==> config.mk <==
export PLATFORM = sky130hd
export DESIGN_NAME = bmst_max_plus
export DESIGN_NICKNAME = d
export VERILOG_FILES = /design/src/rtl/bmst_pkg.sv /design/src/rtl/bmst_max_plus.sv
export SDC_FILE = /design/constraint.sdc
export NUM_CORES = 1
export LEC_CHECK = 0
export ABC_CLOCK_PERIOD_IN_PS = 8300
export CAP_MARGIN = 20
export CELL_PAD_IN_SITES_DETAIL_PLACEMENT = 1
export CELL_PAD_IN_SITES_GLOBAL_PLACEMENT = 1
export CORE_MARGIN = 2
export CORE_UTILIZATION = 36
export DETAILED_ROUTE_END_ITERATION = 8
export DONT_BUFFER_PORTS = 1
export PLACE_DENSITY_LB_ADDON = 0.08
export SLEW_MARGIN = 20
export SYNTH_ARGS = -nofsm -noshare
export SYNTH_HDL_FRONTEND = slang
export SYNTH_SLANG_ARGS = --single-unit
==> constraint.sdc <==
create_clock -name vclk -period 8.3
set_input_delay 1.245 -clock vclk [all_inputs]
set_output_delay 1.245 -clock vclk [all_outputs]
set_load 0.1 [all_outputs]
==> src/rtl/bmst_pkg.sv <==
`timescale 1ns / 1ps
// ---------------------------------------------------------------------------
// bmst_pkg: shared types and constants of the barcode selection table
// Holds the table geometry, field widths and codes that the sequencer, the
// bar front end and the shared max-plus unit use, and that unit's saturating add.
// ---------------------------------------------------------------------------
package bmst_pkg;

    // Table geometry and value width.
    localparam int MAX_ROWS    = 8;
    localparam int MAX_COLUMNS = 8;
    localparam int VALUE_BITS  = 32;

    // Field widths of the item channels.
    localparam int BAR_W   = 32;
    localparam int CELL_W  = 40;
    localparam int IDX_W   = 3;
    localparam int SCALE_W = 16;
    localparam int COUNT_W = 5;

    // Products and sums inside the bar front end.
    localparam int PROD_W  = SCALE_W + BAR_W;
    localparam int SHIFT_W = PROD_W - 8;
    localparam int SL_W    = BAR_W + 1;

    // Table store: one layer bit, then row and column.
    localparam int ADDR_W      = 1 + 2 * IDX_W;
    localparam int TABLE_DEPTH = 2 ** ADDR_W;

    // Highest usable row and column indices.
    localparam logic [IDX_W-1:0] ROW_TOP = IDX_W'(MAX_ROWS - 1);
    localparam logic [IDX_W-1:0] COL_TOP = IDX_W'(MAX_COLUMNS - 1);

    localparam logic [BAR_W-1:0]   VALUE_MASK = BAR_W'((64'd1 << VALUE_BITS) - 64'd1);
    localparam logic [CELL_W-1:0]  CELL_MAX   = '1;
    localparam logic [COUNT_W-1:0] COUNT_MAX  = '1;

    // Configuration register indices.
    typedef enum logic [1:0] {
        CFG_ROW_LIMIT    = 2'd0,
        CFG_COLUMN_LIMIT = 2'd1,
        CFG_LENGTH_SCALE = 2'd2
    } cfg_index_e;

    localparam int CFG_IDX_W  = 2;
    localparam int CFG_DATA_W = SCALE_W;

    // Item opcodes.
    localparam logic OP_BAR    = 1'b0;
    localparam logic OP_FINISH = 1'b1;

    // Requests from the sequencer to the table store.
    typedef struct packed {
        logic              rd_en;
        logic [ADDR_W-1:0] rd_addr;
        logic              wr_en;
        logic [ADDR_W-1:0] wr_addr;
        logic              clear;
    } store_req_t;

    // Control of the shared max-plus unit.
    typedef struct packed {
        logic base_zero;
        logic enable;
    } alu_ctrl_t;

    // Addition that saturates at the largest cell value.
    function automatic logic [CELL_W-1:0] sat_add(input logic [CELL_W-1:0] a,
                                                  input logic [CELL_W-1:0] b);
        logic [CELL_W:0] s;
        s = {1'b0, a} + {1'b0, b};
        return s[CELL_W] ? CELL_MAX : s[CELL_W-1:0];
    endfunction

endpackage

==> src/rtl/bmst_max_plus.sv <==
`timescale 1ns / 1ps
// ---------------------------------------------------------------------------
// bmst_max_plus: shared max-plus unit
// Adds an addend to a table operand with saturation and keeps the larger of
// that sum and a running maximum or zero. Used once per phase of every cell update.
// ---------------------------------------------------------------------------
module bmst_max_plus (
    input  bmst_pkg::alu_ctrl_t         ctrl,
    input  logic [bmst_pkg::CELL_W-1:0] base,
    input  logic [bmst_pkg::CELL_W-1:0] operand,
    input  logic [bmst_pkg::CELL_W-1:0] addend,
    output logic [bmst_pkg::CELL_W-1:0] result
);

    logic [bmst_pkg::CELL_W-1:0] base_sel;
    logic [bmst_pkg::CELL_W-1:0] cand;

    // A disabled candidate counts as zero, which never wins over the base.
    assign base_sel = ctrl.base_zero ? '0 : base;
    assign cand     = ctrl.enable ? bmst_pkg::sat_add(operand, addend) : '0;
    assign result   = (cand > base_sel) ? cand : base_sel;

endmodule

==> results.toml <==
[final_layout]
areaGrowthSynthToFinish_pct = 24.9
antennaDiodeCount = 0
nFlopsAndLatches = 0
drive_above_1_share = 0.144
clock_buffers = 0
ff_latch_area_um2 = 0
fin_cells = 802
nets = 864

[synthesis]
netlist_area_mm2 = 0.00426
synthDistinctLibCells = 56
synth_area_leader_cell = "ha_1"
syn-num-nets = 852
ys.warnings.count = 0
syn_avg_cell_area_um2 = 6.56
synthTopCellsByArea = "ha_1 (24%), nor2_1 (7.9%), a21oi_1 (7.8%)"
synth_top_area_share = 0.235
ys_seq_area_frac = 0
syn_inst = 649

[flow_run]
cap_violations = 0

[critical_path]
cp_max_fo = 24
start_kind = "input pin"
crit_type = "input pin to primary output"
crit_required_ns = 7.05
crit_path_end_kind = "primary output"
cp-startpoint = "operand[0]"
cp.arrival_ns = 6.58

[sta]
setup_ws_ns = 0.474
setup_violations = 0
hold_viol_final = 0
worstMarginPinSlew_ns = 0.637
tns_ns = 0
slew_violations = 0
period_needed_ns = 7.83
rsz0062_at_grt = "false"
fin_crit_sh = 0.943
relSlewSlack = 0.575
max_freq_mhz = 128

[clocking]
post_cts_buffers = 0
ctsResizeCount = 0
cts_hold_buf = 0

[route]
num_vias = 5002
viasPerCell = 6.24
post_drt_wl_per_cell_um = 21.2
ant_nets = 0
dr.pass1.iters = 4
drc = 0
first_iter_violations = 254
drt-total-wl_um = 17000

[power]
p_per_area_mw_per_mm2 = 187
share_seq_of_total_power = 0
p_int_mw = 0.334
power_mw = 0.996
power_switching_mw = 0.662
clock_power_share = 0
leakagePower_nw = 2.21
p_sw_frac = 0.664
combinationalPowerShare = 1.000
ir_drop_uv = 200

[worst_hold_path]
min_path_type = "input pin to primary output"
whs_path_depth = 3
min_to = "result[1]"
worstHoldStart = "base[1]"

[global_route]
grt_pass1_wl_um = 26600
antenna_found_initial = 0
grt_pass1_vias = 5188
gr-total-overflow = 0
grt_max_degree = 41
track_usage = 0.253

[status]
status = "complete, no violations"

[floorplanning]
die_width_um = 113
die_h_um = 113
row_count = 39
core_area_mm2 = 0.0115
start_util = 0.371
die_area_mm2 = 0.0127
ios = 162

[placement]
placed_cells = 802
numPortBuffers = 0
dp_hpwl_um = 14400
gp_congestion = 0.870
place_ws_ns = 0.458
## Yosys cell counts, drive strengths merged (12+ instances only)
cell type	instances
nor2	91
ha	80
a21oi	67
nand2b	43
nand2	40
o21ai	34
o22ai	34
nand3	21
buf	20
nand4	20
a21o	18
clkbuf	18
xnor2	18
nor3	14
xor2	13
a31oi	12
## power by group through the flow
stage	Combinational, mW	Sequential [mW]	Clock (mW)
after detailed placement	0.993	0	0
after global placement	0.980	0	0
after global routing	1.05	0	0
after CTS	0.996	0	0
after floorplan	0.652	0	0
final	0.996	0	0
## kinds of logic after synthesis
kind of cell / count (synthesis) / synth area share
AOI/OAI and AO/OA: 222 / 0.327
xor gates and xnor gates: 31 / 0.0637
adders and majority gates: 81 / 0.240
buffers and inverters: 48 / 0.0488
muxes: 4 / 0.00969
and+or+nand+nor: 263 / 0.311
## final cells by class
cell class | instances | area, µm²
well taps | 143 | 179
repair buffers | 48 | 815
fillers | 1459 | 6150
multi-input cells | 601 | 4290
inverters | 10 | 37.5
## layer usage
metal  global-route usage  wire, µm  vias to the layer above  part of all wire
met4               0.0333       238                        0             0.014
met2                0.440      8100                      126              0.48
li1                     -         -                     2453                 -
met1                0.356      8030                     2409              0.47
met5                    0         0                        -                 0
met3               0.0123       603                       14             0.036
## how the worst max path moves through the flow
stage,depth (start not counted),slack (ns),to
finish,22,0.47,result[21]
detailed placement,22,0.46,result[3]
global route,22,0.002,result[20]
floorplan,20,0.16,result[10]
CTS,22,0.42,result[3]
global placement,22,0.61,result[1]
## metrics by stage
stage / cell area [µm²] / hold slack [ns] / util
5_1_grt: 5320 / 2.87 / 0.464
4_1_cts: 5310 / 2.86 / 0.463
6_report: 5320 / 2.86 / 0.464
3_3_place_gp: 5310 / 2.86 / 0.463
2_1_floorplan: 4260 / 3.00 / -
3_5_place_dp: 5310 / 2.86 / 0.463
## critical path, stage by stage
cell and delay (ns):
ha_1 0.25, fa_1 0.46, a211oi_1 0.24, o21ai_1 0.21
o211ai_1 0.27, a31oi_1 0.19, a21o_1 0.26, a21o_1 0.40
buf_4 0.33, nor2_1 0.19, nor2_1 0.08, ha_1 0.31
and4_1 0.18, nor4b_2 0.24, nand3_1 0.18, or2_0 0.23
o221a_2 0.25, nand3_1 0.20, nand3_2 0.14, buf_4 0.24
o22ai_2 0.27, buf_12 0.22
## layout by cell type, fill, tap and decap left out, types with 18 or more instances in the layout
| cell | synthesis | layout |
|---|---|---|
| a21o_1 | 18 | 18 |
| nand2_1 | 40 | 40 |
| a21oi_1 | 66 | 66 |
| o21ai_0 | 32 | 31 |
| ha_1 | 80 | 80 |
| nand3_1 | 21 | 20 |
| nand4_1 | 20 | 20 |
| buf_12 | 0 | 36 |
| o22ai_2 | 0 | 34 |
| xnor2_1 | 18 | 18 |
| nand2b_1 | 43 | 43 |
| nor2_1 | 90 | 90 |
Power figures use the tool's default switching activity.
