### src/rtl/bmst_pkg.sv
`timescale 1ns / 1ps
// ---------------------------------------------------------------------------
// bmst_pkg: shared types and constants of the barcode selection table
// Holds the table geometry, field widths and codes that the sequencer, the
// bar front end and the shared max-plus unit use, and that unit's saturating add.
// ---------------------------------------------------------------------------
package bmst_pkg;

    // Table geometry and value width.
    localparam int MAX_ROWS    = 8;
    localparam int MAX_COLUMNS = 8;
    localparam int VALUE_BITS  = 32;

    // Field widths of the item channels.
    localparam int BAR_W   = 32;
    localparam int CELL_W  = 40;
    localparam int IDX_W   = 3;
    localparam int SCALE_W = 16;
    localparam int COUNT_W = 5;

    // Products and sums inside the bar front end.
    localparam int PROD_W  = SCALE_W + BAR_W;
    localparam int SHIFT_W = PROD_W - 8;
    localparam int SL_W    = BAR_W + 1;

    // Table store: one layer bit, then row and column.
    localparam int ADDR_W      = 1 + 2 * IDX_W;
    localparam int TABLE_DEPTH = 2 ** ADDR_W;

    // Highest usable row and column indices.
    localparam logic [IDX_W-1:0] ROW_TOP = IDX_W'(MAX_ROWS - 1);
    localparam logic [IDX_W-1:0] COL_TOP = IDX_W'(MAX_COLUMNS - 1);

    localparam logic [BAR_W-1:0]   VALUE_MASK = BAR_W'((64'd1 << VALUE_BITS) - 64'd1);
    localparam logic [CELL_W-1:0]  CELL_MAX   = '1;
    localparam logic [COUNT_W-1:0] COUNT_MAX  = '1;

    // Configuration register indices.
    typedef enum logic [1:0] {
        CFG_ROW_LIMIT    = 2'd0,
        CFG_COLUMN_LIMIT = 2'd1,
        CFG_LENGTH_SCALE = 2'd2
    } cfg_index_e;

    localparam int CFG_IDX_W  = 2;
    localparam int CFG_DATA_W = SCALE_W;

    // Item opcodes.
    localparam logic OP_BAR    = 1'b0;
    localparam logic OP_FINISH = 1'b1;

    // Requests from the sequencer to the table store.
    typedef struct packed {
        logic              rd_en;
        logic [ADDR_W-1:0] rd_addr;
        logic              wr_en;
        logic [ADDR_W-1:0] wr_addr;
        logic              clear;
    } store_req_t;

    // Control of the shared max-plus unit.
    typedef struct packed {
        logic base_zero;
        logic enable;
    } alu_ctrl_t;

    // Addition that saturates at the largest cell value.
    function automatic logic [CELL_W-1:0] sat_add(input logic [CELL_W-1:0] a,
                                                  input logic [CELL_W-1:0] b);
        logic [CELL_W:0] s;
        s = {1'b0, a} + {1'b0, b};
        return s[CELL_W] ? CELL_MAX : s[CELL_W-1:0];
    endfunction

endpackage

### src/rtl/bmst_bar_prep.sv
`timescale 1ns / 1ps
// ---------------------------------------------------------------------------
// bmst_bar_prep: bar length and short-plus-length front end
// Loads a bar, then forms the scaled length in a product register, its
// minimum with the birth value, and the registered sum of that short value and length.
// ---------------------------------------------------------------------------
module bmst_bar_prep (
    input  logic                         clk,
    input  logic                         load,
    input  logic [bmst_pkg::BAR_W-1:0]   birth,
    input  logic [bmst_pkg::BAR_W-1:0]   death,
    input  logic [bmst_pkg::SCALE_W-1:0] scale,
    output logic [bmst_pkg::BAR_W-1:0]   bar_length,
    output logic [bmst_pkg::SL_W-1:0]    short_length
);

    logic [bmst_pkg::BAR_W-1:0]   birth_m;
    logic [bmst_pkg::BAR_W-1:0]   death_m;
    logic [bmst_pkg::BAR_W-1:0]   birth_reg;
    logic [bmst_pkg::BAR_W-1:0]   len_reg;
    logic [bmst_pkg::PROD_W-1:0]  prod_reg;
    logic [bmst_pkg::SL_W-1:0]    sl_reg;
    logic [bmst_pkg::SHIFT_W-1:0] scaled;
    logic [bmst_pkg::SHIFT_W-1:0] birth_wide;
    logic [bmst_pkg::SHIFT_W-1:0] short_val;

    assign birth_m = birth & bmst_pkg::VALUE_MASK;
    assign death_m = death & bmst_pkg::VALUE_MASK;

    // Scaled length is truncated by the eight fraction bits of the scale.
    assign scaled     = prod_reg[bmst_pkg::PROD_W-1:8];
    assign birth_wide = bmst_pkg::SHIFT_W'(birth_reg);
    assign short_val  = (scaled > birth_wide) ? birth_wide : scaled;

    // Length on load, then the product, then the short-plus-length sum.
    always_ff @(posedge clk)
    begin
        if (load)
        begin
            birth_reg <= birth_m;
            len_reg   <= (death_m > birth_m) ? (death_m - birth_m) : '0;
        end
        prod_reg <= bmst_pkg::PROD_W'(scale) * bmst_pkg::PROD_W'(len_reg);
        sl_reg   <= bmst_pkg::SL_W'(short_val[bmst_pkg::BAR_W-1:0])
                    + bmst_pkg::SL_W'(len_reg);
    end

    assign bar_length   = len_reg;
    assign short_length = sl_reg;

endmodule

### config.mk
export PLATFORM = sky130hd
export DESIGN_NAME = bmst_bar_prep
export DESIGN_NICKNAME = d
export VERILOG_FILES = /design/src/rtl/bmst_pkg.sv /design/src/rtl/bmst_bar_prep.sv
export SDC_FILE = /design/constraint.sdc
export NUM_CORES = 2
export LEC_CHECK = 0
export ABC_AREA = 1
export BUFFER_PORTS_ARGS = -buffer_cell sky130_fd_sc_hd__buf_2
export CORE_UTILIZATION = 41
export DETAILED_ROUTE_END_ITERATION = 10
export PLACE_DENSITY_LB_ADDON = 0.12
export SYNTH_ARGS = -nofsm -noshare
export SYNTH_HDL_FRONTEND = slang
export SYNTH_SLANG_ARGS = --single-unit
export TNS_END_PERCENT = 100
### constraint.sdc
create_clock -name clk -period 12.95 [get_ports clk]
set_input_delay 1.295 -clock clk [delete_from_list [all_inputs] [get_ports clk]]
set_output_delay 1.295 -clock clk [all_outputs]
set_load 0.01 [all_outputs]
==> metrics.txt <==
# Max-Cap Violations=0; startpoint types=input pin; average vias per placed instance=around 5.0; post-CTS sizing=0; Worst R2R Path Depth=19; Post-synth EDFFs=64; Mapped Nets=approximately 4200; Routability Congestion=just under 1; post-route DRC violation count=0; Core Area=around 0.063 mm²; Clock transition at path regs=approximately 0.070 ns; DR WL/cell=about 18 µm; crit share post-route=0.5439; Req. time, crit path=between 10 and 15 ns; initial drt markers=roughly 1500; Hold WS=0.6141 ns; Clock Path Buffers=2; H-tree depth=4; chip height=roughly 250 µm; Die Wd=between 200 and 300 µm; Area growth syn-to-layout=8.233%; routed wire length=approximately 82000 µm; Boundary Pins=147; Layout Skew=roughly 0.014 ns; 1st-pass router iterations=7; area of the multi-input gates=0.01884 mm²; Hold Violations, Final=0; WHS Endpoint=short_length[0]$_DFF_P_; status=completed; clk sink count=137; GR Util All Layers=0.2610; grt total ovfl=0; Syn Std Cell Area=about 0.026 mm²; TritonCTS clock tree=yes; Yosys Warn Count=0; die area=0.06451 mm²; first-pass GRT wire length=129000 µm; measured slew at the worst slew-check pin=about 1 ns; final slew viol count=0; commonest non-fill, non-tap cell in the layout=nand2_1; CTS Hold Buffers Added=0; Crit Path Category=in2reg; Synth Register Bits=roughly 140; hold_sp=prod_reg[8]$_DFF_P_; critical path peak fanout=32; largest net degree at the start of global routing=65; layout cell share with drive strength beyond 1=0.06752; post-synthesis cell count=about 3500; min cycle time layout=about 7.0 ns; Seq/Total Area, Yosys=0.1300; fillers=6630; Synth async-reset ratio=0; post-CTS setup buffers=0; # nets final=between 4000 and 5000; vias in the first global route=between 20000 and 25000; Worst R2R End=prod_reg[23]$_DFF_P_; starting density of the core=0.4142; Worst R2R Start=bar_length[6]$_SDFFCE_PP0P_; Hold Crit Class=reg2reg; worst skew pair latency=between 0.4 and 0.5 ns; number of core rows=approximately 90; HPWL Detailed=68150 µm; relative slew slack=0.3285; post-synthesis average cell area=approximately 7.4 µm²; reg-to-reg setup timing slack=about 6.4 ns; synth unique cells=40; fmax=~140 MHz; Setup TNS=0 ns; crit end category=flip-flop; DR vias=between 20000 and 25000; antenna-violating nets left=0; unrepaired setup endpoints after global routing=no; Cells on Worst Hold Path=3; highest-count cells in the layout ignoring fill and taps=nand2_1 (933), inv_1 (882), fa_1 (419), ha_1 (213), nor2_1 (197); sequential cell area=~0.0034 mm²; TritonCTS Buffers=17; initial antenna violation count=0; Top FF cell, synth=dfxtp_1; max FFs per register=40; number of port buffers=between 100 and 150; final setup violation count=0; Root Driver=clkbuf_16; Crit path arrival time=around 7.4 ns
[worst max-delay path by stage]
stage | from | to | slack [ns] | cells past startpoint
final | scale[7] | prod_reg[23]$_DFF_P_ | 5.91 | 20
after CTS | scale[7] | prod_reg[23]$_DFF_P_ | 5.97 | 20
after floorplan | scale[1] | prod_reg[42]$_DFF_P_ | 6.82 | 23
after global routing | scale[7] | prod_reg[23]$_DFF_P_ | 5.70 | 20
after detailed placement | scale[7] | prod_reg[23]$_DFF_P_ | 5.54 | 20
after global placement | scale[7] | prod_reg[23]$_DFF_P_ | 5.41 | 20
[logic make-up after synthesis]
logic type | synth area share
AOI/OAI and AO/OA | 0.07017
xor gates and xnor gates | 0.02153
adders and majority gates | 0.4246
buffers and inverters | 0.1463
DFF | 0.1300
and+or+nand+nor | 0.2075
[Yosys cell counts, types with 14 or more instances]
cell type / count / area share
nand3_1: 115 / 0.022
nor3_1: 24 / 0.0046
o21ai_0: 85 / 0.016
nand2_1: 933 / 0.13
inv_1: 882 / 0.13
a21o_1: 17 / 0.0049
dfxtp_1: 73 / 0.056
nor2_1: 197 / 0.028
xor2_1: 46 / 0.015
edfxtp_1: 64 / 0.074
xnor2_1: 18 / 0.0061
o21a_1: 14 / 0.0040
fa_1: 419 / 0.32
clkbuf_1: 115 / 0.017
nand4_1: 29 / 0.0070
ha_1: 213 / 0.10
a21oi_1: 178 / 0.034
[critical path: stages]
cell     delay (ns)
buf_2          0.58
nand2_1        0.18
fa_1           0.57
inv_1          0.05
fa_1           0.49
inv_1          0.05
fa_1           0.54
inv_1          0.05
fa_1           0.51
fa_1           0.50
inv_1          0.04
fa_1           0.47
inv_1          0.04
ha_1           0.33
a21oi_1        0.22
o21ai_0        0.22
a21oi_1        0.32
nand2_1        0.23
a21oi_1        0.35
xnor2_1        0.26
[stage by stage]
stage                     instance area, µm²  setup WS, ns  instances    util
after detailed placement               27550         5.537       4413  0.4383
final                                  28180         5.906       4446  0.4483
after floorplan                        26030         6.824       3516       -
after global routing                   28170         5.695       4445  0.4483
after CTS                              28170         5.969       4445  0.4483
after global placement                 27550         5.407       4413  0.4383
[layer usage]
layer  GRT usage  part of all wire
met3     0.01946             0.044
met1      0.3773              0.47
met2      0.4276              0.47
met5           0                 0
met4     0.05250             0.018
[cell type report]
class,instances,area share
diodes,1,0.00008881
clock buffers,17,0.01510
clock inverters,15,0.007150
inverters,887,0.1182
multi-input cells,2370,0.6687
flip-flops and latches,137,0.1201
well taps,846,0.03757
repair buffers,173,0.03313
Power is not shown: default switching activity piles up to over one toggle a cycle in this logic, so the estimate is an artifact.
